===== src/hw/rtl/dvpd_pkg.sv =====
// Shared types and constants for the delta varint point decoder.
`default_nettype none

package dvpd_pkg;

  localparam int unsigned CoordWidth = 32;
  localparam int unsigned CharWidth  = 8;
  localparam int unsigned ChunkBits  = 5;
  localparam int unsigned CountWidth = 3;

  localparam logic [CharWidth-1:0]  CharOffset = 8'd63;
  localparam logic [CountWidth-1:0] MaxChunks  = 3'd7;

  typedef struct packed {
    logic [CharWidth-1:0] code_char;
    logic                 start_of_line;
  } in_req_t;

  typedef struct packed {
    logic signed [CoordWidth-1:0] latitude;
    logic signed [CoordWidth-1:0] longitude;
  } out_rsp_t;

  typedef struct packed {
    logic [CoordWidth-1:0] value_accumulator;
    logic [CountWidth-1:0] chunk_count;
    logic                  doing_longitude;
    logic [CoordWidth-1:0] pending_latitude_delta;
    logic [CoordWidth-1:0] running_latitude;
    logic [CoordWidth-1:0] running_longitude;
  } state_t;

endpackage

`default_nettype wire


===== src/hw/rtl/delta_varint_point_decoder_core.sv =====
// Top level of the encoded polyline point decoder.
`default_nettype none

// The decoder takes one character of an encoded polyline per request and returns a point
// (latitude, longitude in 1e-5 degree, wrapping 32-bit) each time a longitude value
// completes. A request with start_of_line set clears the running point and any partial
// value before its character is decoded. Each character passes an input register and the
// decode logic, and a finished point is held in the result register. A new character is
// taken every cycle unless input is held off, which happens only while a point waits in
// the result register and the sink is not ready.
module delta_varint_point_decoder_core (
  input  wire logic               clk_i,
  input  wire logic               rst_ni,
  input  wire logic               in_valid_i,
  output logic                    in_ready_o,
  input  wire dvpd_pkg::in_req_t  in_req_i,
  output logic                    out_valid_o,
  input  wire logic               out_ready_i,
  output dvpd_pkg::out_rsp_t      out_rsp_o
);

  logic               s1_valid_q;
  dvpd_pkg::in_req_t  s1_req_q;
  dvpd_pkg::state_t   state_q;
  dvpd_pkg::state_t   state_d;
  logic               emit;
  logic               out_free;
  logic               s1_go;
  logic               out_valid_q;
  dvpd_pkg::out_rsp_t out_rsp_q;

  dvpd_step u_step (
    .state_i (state_q),
    .req_i   (s1_req_q),
    .state_o (state_d),
    .emit_o  (emit)
  );

  assign out_free   = !out_valid_q || out_ready_i;
  assign s1_go      = s1_valid_q && (out_free || !emit);
  assign in_ready_o = !s1_valid_q || s1_go;

  always_ff @(posedge clk_i or negedge rst_ni) begin
    if (!rst_ni) begin
      s1_valid_q  <= 1'b0;
      state_q     <= '0;
      out_valid_q <= 1'b0;
    end else begin
      if (in_ready_o) begin
        s1_valid_q <= in_valid_i;
      end
      if (s1_go) begin
        state_q <= state_d;
      end
      if (s1_go && emit) begin
        out_valid_q <= 1'b1;
      end else if (out_ready_i) begin
        out_valid_q <= 1'b0;
      end
    end
  end

  always_ff @(posedge clk_i) begin
    if (in_ready_o && in_valid_i) begin
      s1_req_q <= in_req_i;
    end
    if (s1_go && emit) begin
      out_rsp_q.latitude  <= state_d.running_latitude;
      out_rsp_q.longitude <= state_d.running_longitude;
    end
  end

  assign out_valid_o = out_valid_q;
  assign out_rsp_o   = out_rsp_q;

endmodule

`default_nettype wire


===== src/hw/rtl/dvpd_step.sv =====
// Per-character decode step: chunk accumulation, zigzag decode and coordinate update.
`default_nettype none

module dvpd_step (
  input  wire dvpd_pkg::state_t  state_i,
  input  wire dvpd_pkg::in_req_t req_i,
  output dvpd_pkg::state_t       state_o,
  output logic                   emit_o
);

  dvpd_pkg::state_t                     base;
  logic [dvpd_pkg::CharWidth-1:0]       diff;
  logic                                 more;
  logic [dvpd_pkg::CoordWidth-1:0]      chunk;
  logic [dvpd_pkg::CoordWidth-1:0]      acc;
  logic [dvpd_pkg::CountWidth-1:0]      cnt;
  logic [4:0]                           shamt;
  logic [dvpd_pkg::CoordWidth-1:0]      folded;
  logic [dvpd_pkg::CoordWidth-1:0]      delta;

  always_comb begin
    base = state_i;
    if (req_i.start_of_line) begin
      base = '0;
    end

    diff  = req_i.code_char - dvpd_pkg::CharOffset;
    more  = !diff[7] && (diff[6] || diff[5]);
    chunk = {{(dvpd_pkg::CoordWidth - dvpd_pkg::ChunkBits){1'b0}},
             diff[dvpd_pkg::ChunkBits-1:0]};
    shamt = {2'b00, base.chunk_count} * 5'd5;

    acc = base.value_accumulator;
    cnt = base.chunk_count;
    if (base.chunk_count < dvpd_pkg::MaxChunks) begin
      acc = acc | (chunk << shamt);
      cnt = cnt + 3'd1;
    end

    // Zigzag decode: odd values are negative.
    folded = acc[0] ? ~acc : acc;
    delta  = {folded[dvpd_pkg::CoordWidth-1], folded[dvpd_pkg::CoordWidth-1:1]};

    state_o = base;
    emit_o  = 1'b0;
    if (more) begin
      state_o.value_accumulator = acc;
      state_o.chunk_count       = cnt;
    end else begin
      state_o.value_accumulator = '0;
      state_o.chunk_count       = '0;
      if (!base.doing_longitude) begin
        state_o.pending_latitude_delta = delta;
        state_o.doing_longitude        = 1'b1;
      end else begin
        state_o.running_latitude       = base.running_latitude + base.pending_latitude_delta;
        state_o.running_longitude      = base.running_longitude + delta;
        state_o.pending_latitude_delta = '0;
        state_o.doing_longitude        = 1'b0;
        emit_o                         = 1'b1;
      end
    end
  end

endmodule

`default_nettype wire


===== config.mk =====
export PLATFORM = sky130hd
export DESIGN_NAME = delta_varint_point_decoder_core
export DESIGN_NICKNAME = d
export VERILOG_FILES = /design/src/hw/rtl/dvpd_pkg.sv /design/src/hw/rtl/delta_varint_point_decoder_core.sv /design/src/hw/rtl/dvpd_step.sv
export SDC_FILE = /design/constraint.sdc
export NUM_CORES = 1
export LEC_CHECK = 0
export ABC_AREA = 1
export BUFFER_PORTS_ARGS = -buffer_cell sky130_fd_sc_hd__clkbuf_2
export CAP_MARGIN = 20
export CORE_MARGIN = 2
export CORE_UTILIZATION = 56
export CTS_CLUSTER_SIZE = 40
export DETAILED_ROUTE_END_ITERATION = 8
export PLACE_DENSITY_LB_ADDON = 0.15
export SKIP_CTS_REPAIR_TIMING = 1
export SYNTH_ARGS = -nofsm -noshare
export SYNTH_HDL_FRONTEND = slang
export SYNTH_SLANG_ARGS = --single-unit

===== constraint.sdc =====
create_clock -name clk_i -period 4.4 [get_ports clk_i]
set_clock_uncertainty 0.1 [all_clocks]
set_input_delay 0.66 -clock clk_i [delete_from_list [all_inputs] [get_ports clk_i]]
set_output_delay 0.66 -clock clk_i [all_outputs]
set_load 0.005 [all_outputs]

Yosys cells after proc, flatten, opt, wreduce, memory -nomap -nowiden:

Index checks and enable logic that the tools add are counted.

* register bits after elaboration: 207
* output and inout bits: 66
* word-level logic and storage cells: 46
* bits of input ports: 13

* $lt $le $gt $ge: 1
* $mul: 1
* add/sub/neg operators: 4
* mux-type cells: 12
* bitwise gates (word level): 2
* reductions and logical operators: 13
* shift-type cells: 1

Operators with widths (count)
* 2-to-1 mux 132 bit: 1
* 2-to-1 mux 97 bit: 1
* adder 32 bit: 2
* 2-to-1 mux 32 bit: 2
* 2-to-1 mux 64 bit: 1
* 2-to-1 mux 35 bit: 1
* 2-to-1 mux 33 bit: 1
* inverter 32 bit: 1
* bitwise OR 32 bit: 1
* left shift 5 x 5 -> 32 bit: 1
* subtractor 8 x 6 -> 8 bit (second input constant): 1
* multiplier 3 x 3 -> 5 bit (second input constant): 1
* logical AND 1 bit: 4
* logical NOT 1 bit: 4
* logical OR 1 bit: 4
* 2-to-1 mux 1 bit: 4
* adder 3 x 1 -> 3 bit (second input constant): 1
* less-than comparator 3 bit (second input constant): 1
* 2-to-1 mux 3 bit: 1
* nonzero test 2 bit: 1

Longest topological paths before layout:

Gate-level depths: netlist of the first run.

* word-level depth: 10
* mapped depth: 29
* depth with buffers taken out: 28

Modules after synthesis:

Synthesis of the first run repeated with hierarchy kept, for this count alone.

* cell total of the unflattened synthesis: 2094
* area, all modules: 14759.2 um^2

By module, submodules not included
* delta_varint_point_decoder_core: times used 1, cells each 657, area each 7477.2 um^2
* dvpd_step: times used 1, cells each 1437, area each 7282.0 um^2

Worst setup path after synthesis of the first run:

No wires, ideal clock.

* path kind: register to register
* start: reg s1_req_q[1] (netlist name)
* end: reg out_rsp_q, in the netlist out_rsp_o[0], enable pin
* buffers on the path: 2
* slack: 0.226 ns
* data arrival time: 3.656 ns
* period minus slack after synthesis: 4.174 ns
* stages on the path, launching flop included: 15
* cell sequence: edfxtp_1 ha_1 nand4_1 nor2_1 xor2_1 o21ai_0 nand2_1 ha_1 nand3_1 nand2_1 inv_1 clkbuf_1 clkbuf_1 nand2_1 inv_1

* longest elaborated chain between the ends: 8

RTL lines
* from (decl): RTL line delta_varint_point_decoder_core.sv:23 `dvpd_pkg::in_req_t s1_req_q;`
* from (signal assigned): RTL line delta_varint_point_decoder_core.sv:65 `s1_req_q <= in_req_i;`
* subtractor 8 x 6 -> 8 bit *: RTL line dvpd_step.sv:27 `diff = req_i.code_char - dvpd_pkg::CharOffset;`
* logical NOT 1 bit / logical OR 1 bit (equally long branches): RTL line dvpd_step.sv:28 `more = !diff[7] && (diff[6] || diff[5]);`
* logical AND 1 bit *: RTL line dvpd_step.sv:28
* 2-to-1 mux 1 bit *: RTL line dvpd_step.sv:46 `if (more) begin`
* logical NOT 1 bit: RTL line delta_varint_point_decoder_core.sv:40 `assign s1_go = s1_valid_q && (out_free || !emit);`
* logical OR 1 bit: RTL line delta_varint_point_decoder_core.sv:40
* logical AND 1 bit: RTL line delta_varint_point_decoder_core.sv:40
* logical AND 1 bit *: RTL line delta_varint_point_decoder_core.sv:67 `if (s1_go && emit) begin`
* to (decl): RTL line delta_varint_point_decoder_core.sv:30 `dvpd_pkg::out_rsp_t out_rsp_q;`

Every way passes the cells marked *; elsewhere a longest branch is shown, timed or not.
A chain may end at the register's enable or synchronous reset.

==> results of run 1 <==
## through the flow
stage               hold slack [ns]  std cells  instance area (sq um)  setup slack, ns
floorplan                     0.264       1968                  14100            0.226
global placement              0.361       2345                  15000         -0.00393
global route                  0.181       2393                  15900          -0.0171
finish                        0.107       2393                  15900            0.219
detailed placement            0.365       2345                  15000          -0.0114
CTS                           0.150       2389                  15700          -0.0569
## area by class of cell
| cell class | count | share of cell area |
|---|---|---|
| Sequential cell | 207 | 0.350 |
| Clock buffer | 32 | 0.0423 |
| Inverter | 269 | 0.0651 |
| Timing Repair Buffer | 122 | 0.0494 |
| Clock inverter | 12 | 0.00600 |
| Tap cell | 330 | 0.0260 |
| Multi-Input combinational cell | 1421 | 0.462 |
## layout by cell type, fill, tap and decap left out, types with 11 or more instances in the layout
cell / instances
nand2_1: 587
inv_1: 253
nor2_1: 202
dfrtp_1: 134
nand3_1: 130
o21ai_0: 124
a21oi_1: 79
clkbuf_2: 77
edfxtp_1: 73
ha_1: 61
buf_4: 39
clkbuf_16: 24
a31oi_1: 22
o21ai_1: 20
xor2_1: 20
nand4_1: 18
o211ai_1: 14
nand2_2: 12
o22ai_1: 11
## cells by family (layout without fill, tap and decap cells)
kind of cell               count (synthesis)  count (layout)  share of synthesized area
adders and majority gates                 64              64                     0.0572
buffers and inverters                    340             435                     0.0945
DFF                                      207             207                      0.392
and+or+nand+nor                          996             996                      0.295
xor gates and xnor gates                  33              33                     0.0247
AOI/OAI and AO/OA                        328             328                      0.136
## power by group
group          switching (mW)  total, mW  internal (mW)
logic                    1.28       1.86          0.577
clock network           0.809       1.94           1.13
registers              0.0803       2.31           2.23
## sequential cells by signal, indices dropped and copies added (netlist names)
register and cells:
state_q 132, out_valid_o 1, s1_req_q 9, out_rsp_o 64, s1_valid_q 1
## per-layer routing
layer	routed length (microns)	track usage	part of all wire
met4	797	0.0728	0.020
met5	0	0	0
met3	2420	0.0405	0.061
met1	18700	0.434	0.47
met2	18000	0.500	0.45
## worst max-delay path: stages (launching register included)
cell	delay, ns
edfxtp_1	0.45
inv_8	0.07
nand2_4	0.10
inv_1	0.05
ha_1	0.20
ha_2	0.37
nor2_1	0.08
a21oi_2	0.26
buf_12	0.25
xor2_2	0.25
ha_1	0.24
ha_1	0.16
inv_1	0.04
nand2_1	0.09
nand4_1	0.17
nand2_1	0.21
nand2_1	0.07
nand2_1	0.18
nand3_1	0.13
nand3_1	0.10
nand2_1	0.05
nand3_1	0.16
nand2_1	0.10
## worst paths after layout
| check | startpoint | endpoint | slack, ns | cells past startpoint |
|---|---|---|---|---|
| worst max-delay path | s1_req_q[0] | out_rsp_o[22] | 0.22 | 22 |
| worst min-delay path | rst_ni | state_q[97] | 0.11 | 1 |
| worst max register to register | s1_req_q[0] | out_rsp_o[22] | 0.22 | 22 |
| worst min register to register | state_q[120] | state_q[120] | 0.38 | 2 |
| max in group asynchronous | rst_ni | state_q[92] | 3.18 | 2 |
| min in group clk_i | in_req_i[7] | s1_req_q[7] | 0.19 | 1 |
==> key figures, run 1 <==
Worst setup path
  – Peak fanout along the critical path: 30
  – Crit path DAT: 4.35 ns
  – Crit. End Element: flip-flop
  – CP required: 4.57 ns
  – Nature of the critical path startpoint: flip-flop
  – Critical path class: reg2reg

Die
  – Initial core utilization: 0.566
  – Die Y-Extent: 163 microns
  – Io pins: 79
  – Die area: 26,500 sq um
  – Die Wd: 163 microns
  – Core Region: 25,000 sq um
  – Floorplan row count: 58

Detailed routing
  – Drt initial violations: 1,179
  – Total iterations of the first detailed-routing run: 7
  – Routed Antenna Nets: 0
  – DR DRC count: 0
  – DR vias: 13.1k
  – WL final: 39,900 microns
  – Wirelength per Cell: 16.7 microns
  – Vias per inst: 5.49

Layout
  – Antenna cells: 0
  – FF/Latch Area: 5550 sq um
  – Multi-input logic area: 7320 sq um
  – Nets: 2,122
  – Area grow syn2layout: 12.2%
  – # fillers: 2,263
  – Final core occ: 0.635
  – Share of cells above drive strength 1: 0.115

Global routing
  – Pin count of the biggest net entering global routing: 89
  – Initial antenna violation count: 0
  – Tot GR Track Use: 0.306
  – Total gr overflow: 0
  – First-pass GRT wire length: 64,700 microns
  – Vias in the first global route: 12.5k

Yosys
  – Post-Syn Instances: 1,968
  – EDFF count, synth: 73
  – Share of synthesized registers carrying an async set or reset: 0.647
  – Syn_nets: 2,045
  – Top post-synthesis cells by area: dfrtp_1 24%, nand2_1 16%, edfxtp_1 16%
  – Distinct cells, synth: 59
  – Flop and latch count out of synthesis: 207
  – Most frequent cell after synthesis: nand2_1
  – Sequential fraction of the synthesis area: 0.392
  – Syn Area/Cell: 7.18 sq um
  – Syn. warnings: 0
  – Synth area leader: dfrtp_1
  – Synthesized cell area: 14,100 sq um
  – Most frequent cells after synthesis: 588 x nand2_1, 256 x inv_1, 205 x nor2_1, 134 x dfrtp_1, 130 x nand3_1
  – Ys flop type: dfrtp_1
  – Area share of the largest cell type after synthesis: 0.237

STA
  – Tmin final: 4.18 ns
  – Setup violators final: 0
  – Setup TNS: 0 ns
  – Slew @ Worst Pin: 0.893 ns
  – Max-slew headroom: 0.405
  – Fmax: 0.239 GHz
  – Final hold violation count: 0
  – Final period utilization: 0.950
  – Final Slew Violations: 0

Placement
  – HPWL after DPL: 29,500 microns
  – RD Place Congestion: 0.992
  – Input/output buffers: 78

Clock tree
  – CTS max path bufs: 3
  – Clk root buf: clkbuf_16
  – Clock H-tree levels: 1
  – Clock transition at path regs: 0.06 ns
  – CTS Buf Count: 24
  – CTS tree: done
  – Clock Sink Count: 207
  – Clk_lat worst skew: 0.54 ns

Power
  – Power Dens Cells: 385 nW/um^2
  – Leak Pwr: 7.83 nW
  – Peak supply drop: 0.320 mV
  – Pwr Total: 6.10 mW

Job
  – Max Cap Violations: 0

Min path
  – Hold WC Path Type: in2async

Run status
  – Outcome: complete, no violations
(Power assumes the default switching activity.)
==> run 2, diff against run 1 <==
- ABC_AREA: 1 -> default
==> key figures, run 2 <==
Power
  – Peak supply drop: 0.339 mV
  – Power Dens Cells: 352 nW/um^2
  – Leak Pwr: 8.47 nW

Global routing
  – Vias in the first global route: 11.9k
  – Tot GR Track Use: 0.310
  – Initial antenna violation count: 0
  – Pin count of the biggest net entering global routing: 78
  – Total gr overflow: 0
  – First-pass GRT wire length: 61,400 microns

Worst setup path
  – Nature of the critical path startpoint: flip-flop
  – RR Startpoint: s1_req_q[0]
  – Crit. End Element: flip-flop
  – R2R depth: 20
  – Crit path DAT: 4.83 ns
  – Peak fanout along the critical path: 7
  – R2r endpoint: out_rsp_o[26]
  – Critical Path Start: s1_req_q[0]
  – Worst Setup EP: out_rsp_o[26]
  – CP required: 4.59 ns
  – Critical path's largest stage delay: 0.57 ns
  – Worst path slowest cell: or4_4
  – Critical path class: reg2reg
  – CP Cell Sequence: nand2b_4 -> inv_4 -> ha_4 -> ha_4 -> a21boi_4 -> o41ai_4 -> buf_4 -> buf_12 -> buf_12 -> or4_4 -> and3_4 -> o211a_1 -> and4b_1 -> a31oi_2 -> o21ai_4 -> o41ai_4 -> buf_6 -> o31ai_1 -> xnor2_1 -> a22o_1
  – Reg2Reg Setup Slack: -0.25 ns

Die
  – Die Wd: 158 microns
  – Die area: 25,100 sq um
  – Initial core utilization: 0.569
  – Die Y-Extent: 158 microns
  – Floorplan row count: 56
  – Core Region: 23,500 sq um
  – Io pins: 79

Clock tree
  – CTS Buf Count: 24
  – Clock H-tree levels: 1
  – CTS tree: done
  – Clk_lat worst skew: 0.54 ns
  – Clock Sink Count: 207
  – CTS max path bufs: 3
  – Clock transition at path regs: 0.06 ns
  – Clk root buf: clkbuf_16

Yosys
  – Share of synthesized registers carrying an async set or reset: 0.647
  – Syn_nets: 1,472
  – Ys flop type: dfrtp_1
  – Most frequent cells after synthesis: 210 x nand2_1, 134 x dfrtp_1, 97 x nor2b_1, 93 x a22o_1, 73 x edfxtp_1
  – Flop and latch count out of synthesis: 207
  – Top post-synthesis cells by area: dfrtp_1 25%, edfxtp_1 16%, a22o_1 6.1%
  – Distinct cells, synth: 90
  – Syn Area/Cell: 9.58 sq um
  – Synth area leader: dfrtp_1
  – Area share of the largest cell type after synthesis: 0.251
  – Post-Syn Instances: 1,395
  – Sequential fraction of the synthesis area: 0.415
  – Most frequent cell after synthesis: nand2_1
  – EDFF count, synth: 73
  – Syn. warnings: 0
  – Synthesized cell area: 13,400 sq um

Detailed routing
  – Total iterations of the first detailed-routing run: 6
  – WL met1: 17,300 microns
  – Met2 wire len: 19,600 microns
  – WL final: 41,500 microns
  – Routed Antenna Nets: 0
  – Vias per inst: 6.05
  – DR vias: 12.7k
  – Wirelength per Cell: 19.9 microns
  – Top sig layer: met4
  – DR DRC count: 0
  – Drt initial violations: 1,075
  – Metal3 WL: 3050 microns

Placement
  – Input/output buffers: 78
  – RD Place Congestion: 0.941
  – HPWL after DPL: 28,200 microns
  – Area after DPL: 16,200 sq um

STA
  – Setup violators final: 38
  – Max-slew headroom: 0.379
  – RSZ-0062 raised after global routing: true
  – Slew @ Worst Pin: 0.927 ns
  – Tmin final: 4.65 ns
  – Final period utilization: 1.06
  – Final Slew Violations: 0
  – Fmax: 0.215 GHz
  – Final hold violation count: 0
  – Worst Slack Setup Final: -0.245 ns

Layout
  – Nets: 1,831
  – Share of cells above drive strength 1: 0.349
  – Number of flip-flops in the largest register: 132
  – Area grow syn2layout: 38.1%
  – Commonest non-fill, non-tap cell in the layout: buf_4
  – # fillers: 1,538
  – Most frequent cells in the layout: 294 x buf_4, 205 x nand2_1, 134 x dfrtp_1
  – Antenna cells: 0
  – Final core occ: 0.787
  – Final Cell Area: 18,500 sq um
  – Register bank with the most flops: state_q

Min path
  – Hold WC Path Type: in2async

Run status
  – Failing checks: setup timing
  – Outcome: finished with violations

Job
  – Max Cap Violations: 0
## run 2: layout make-up
| class | count | area (sq um) | share of cell area |
|---|---|---|---|
| sequential | 207 | 5550 | 0.300 |
| clock buffer | 34 | 689 | 0.0373 |
| timing repair buffer | 402 | 3030 | 0.164 |
| inverter | 26 | 111 | 0.00603 |
| multi-input combinational | 1093 | 8610 | 0.466 |
| tap | 319 | 399 | 0.0216 |
| clock inverter | 10 | 70.1 | 0.00380 |
## run 2: logic make-up after synthesis
family	after synthesis	synth area share
adders and majority gates	67	0.0628
and+or+nand+nor	491	0.179
xor gates and xnor gates	94	0.0675
buffers and inverters	95	0.0275
DFF	207	0.415
AOI/OAI and AO/OA	421	0.233
muxes	20	0.0157
## run 2: layer usage
layer | vias up | track usage
li1 | 5851 | -
met1 | 6141 | 0.420
met2 | 546 | 0.506
met3 | 115 | 0.0495
met4 | 0 | 0.114
met5 | - | 0
## run 2: critical path, delay by kind of cell (launching register included)
kind	cells	cell delay (ns)
fa+ha+maj	2	0.31
compound gates	8	1.51
xor+xnor	1	0.16
simple gates	4	1.16
buf+inv	5	0.70
flops	1	0.44
## run 2: per-stage QoR
step,hold slack (ns),power [mW],cells,worst slack (ns),TNS (ns)
after floorplan,0.264,3.47,1395,-0.250,-4.41
after global placement,0.355,4.20,1993,-0.463,-10.98
after detailed placement,0.368,4.23,1993,-0.416,-9.80
after CTS,0.116,6.15,2037,-0.428,-10.53
after global routing,0.152,6.78,2091,-0.453,-13.15
final,0.0941,6.51,2091,-0.245,-4.67
## run 2: worst min path at each step
stage	startpoint	to	slack [ns]	cells after the start
6_report	rst_ni	out_valid_o	0.09	1
5_1_grt	rst_ni	out_valid_o	0.15	1
4_1_cts	rst_ni	state_q[64]	0.12	1
3_5_place_dp	state_q[3]	state_q[3]	0.37	2
3_3_place_gp	state_q[15]	state_q[15]	0.35	2
2_1_floorplan	rst_ni	out_valid_o	0.26	0
## run 2: power by group
part	leakage, nW	switching (mW)	internal [mW]
Sequential	2.48	0.120	2.19
Clock	0.380	0.812	1.10
Combinational	5.60	1.19	1.09
Total	8.47	2.13	4.38
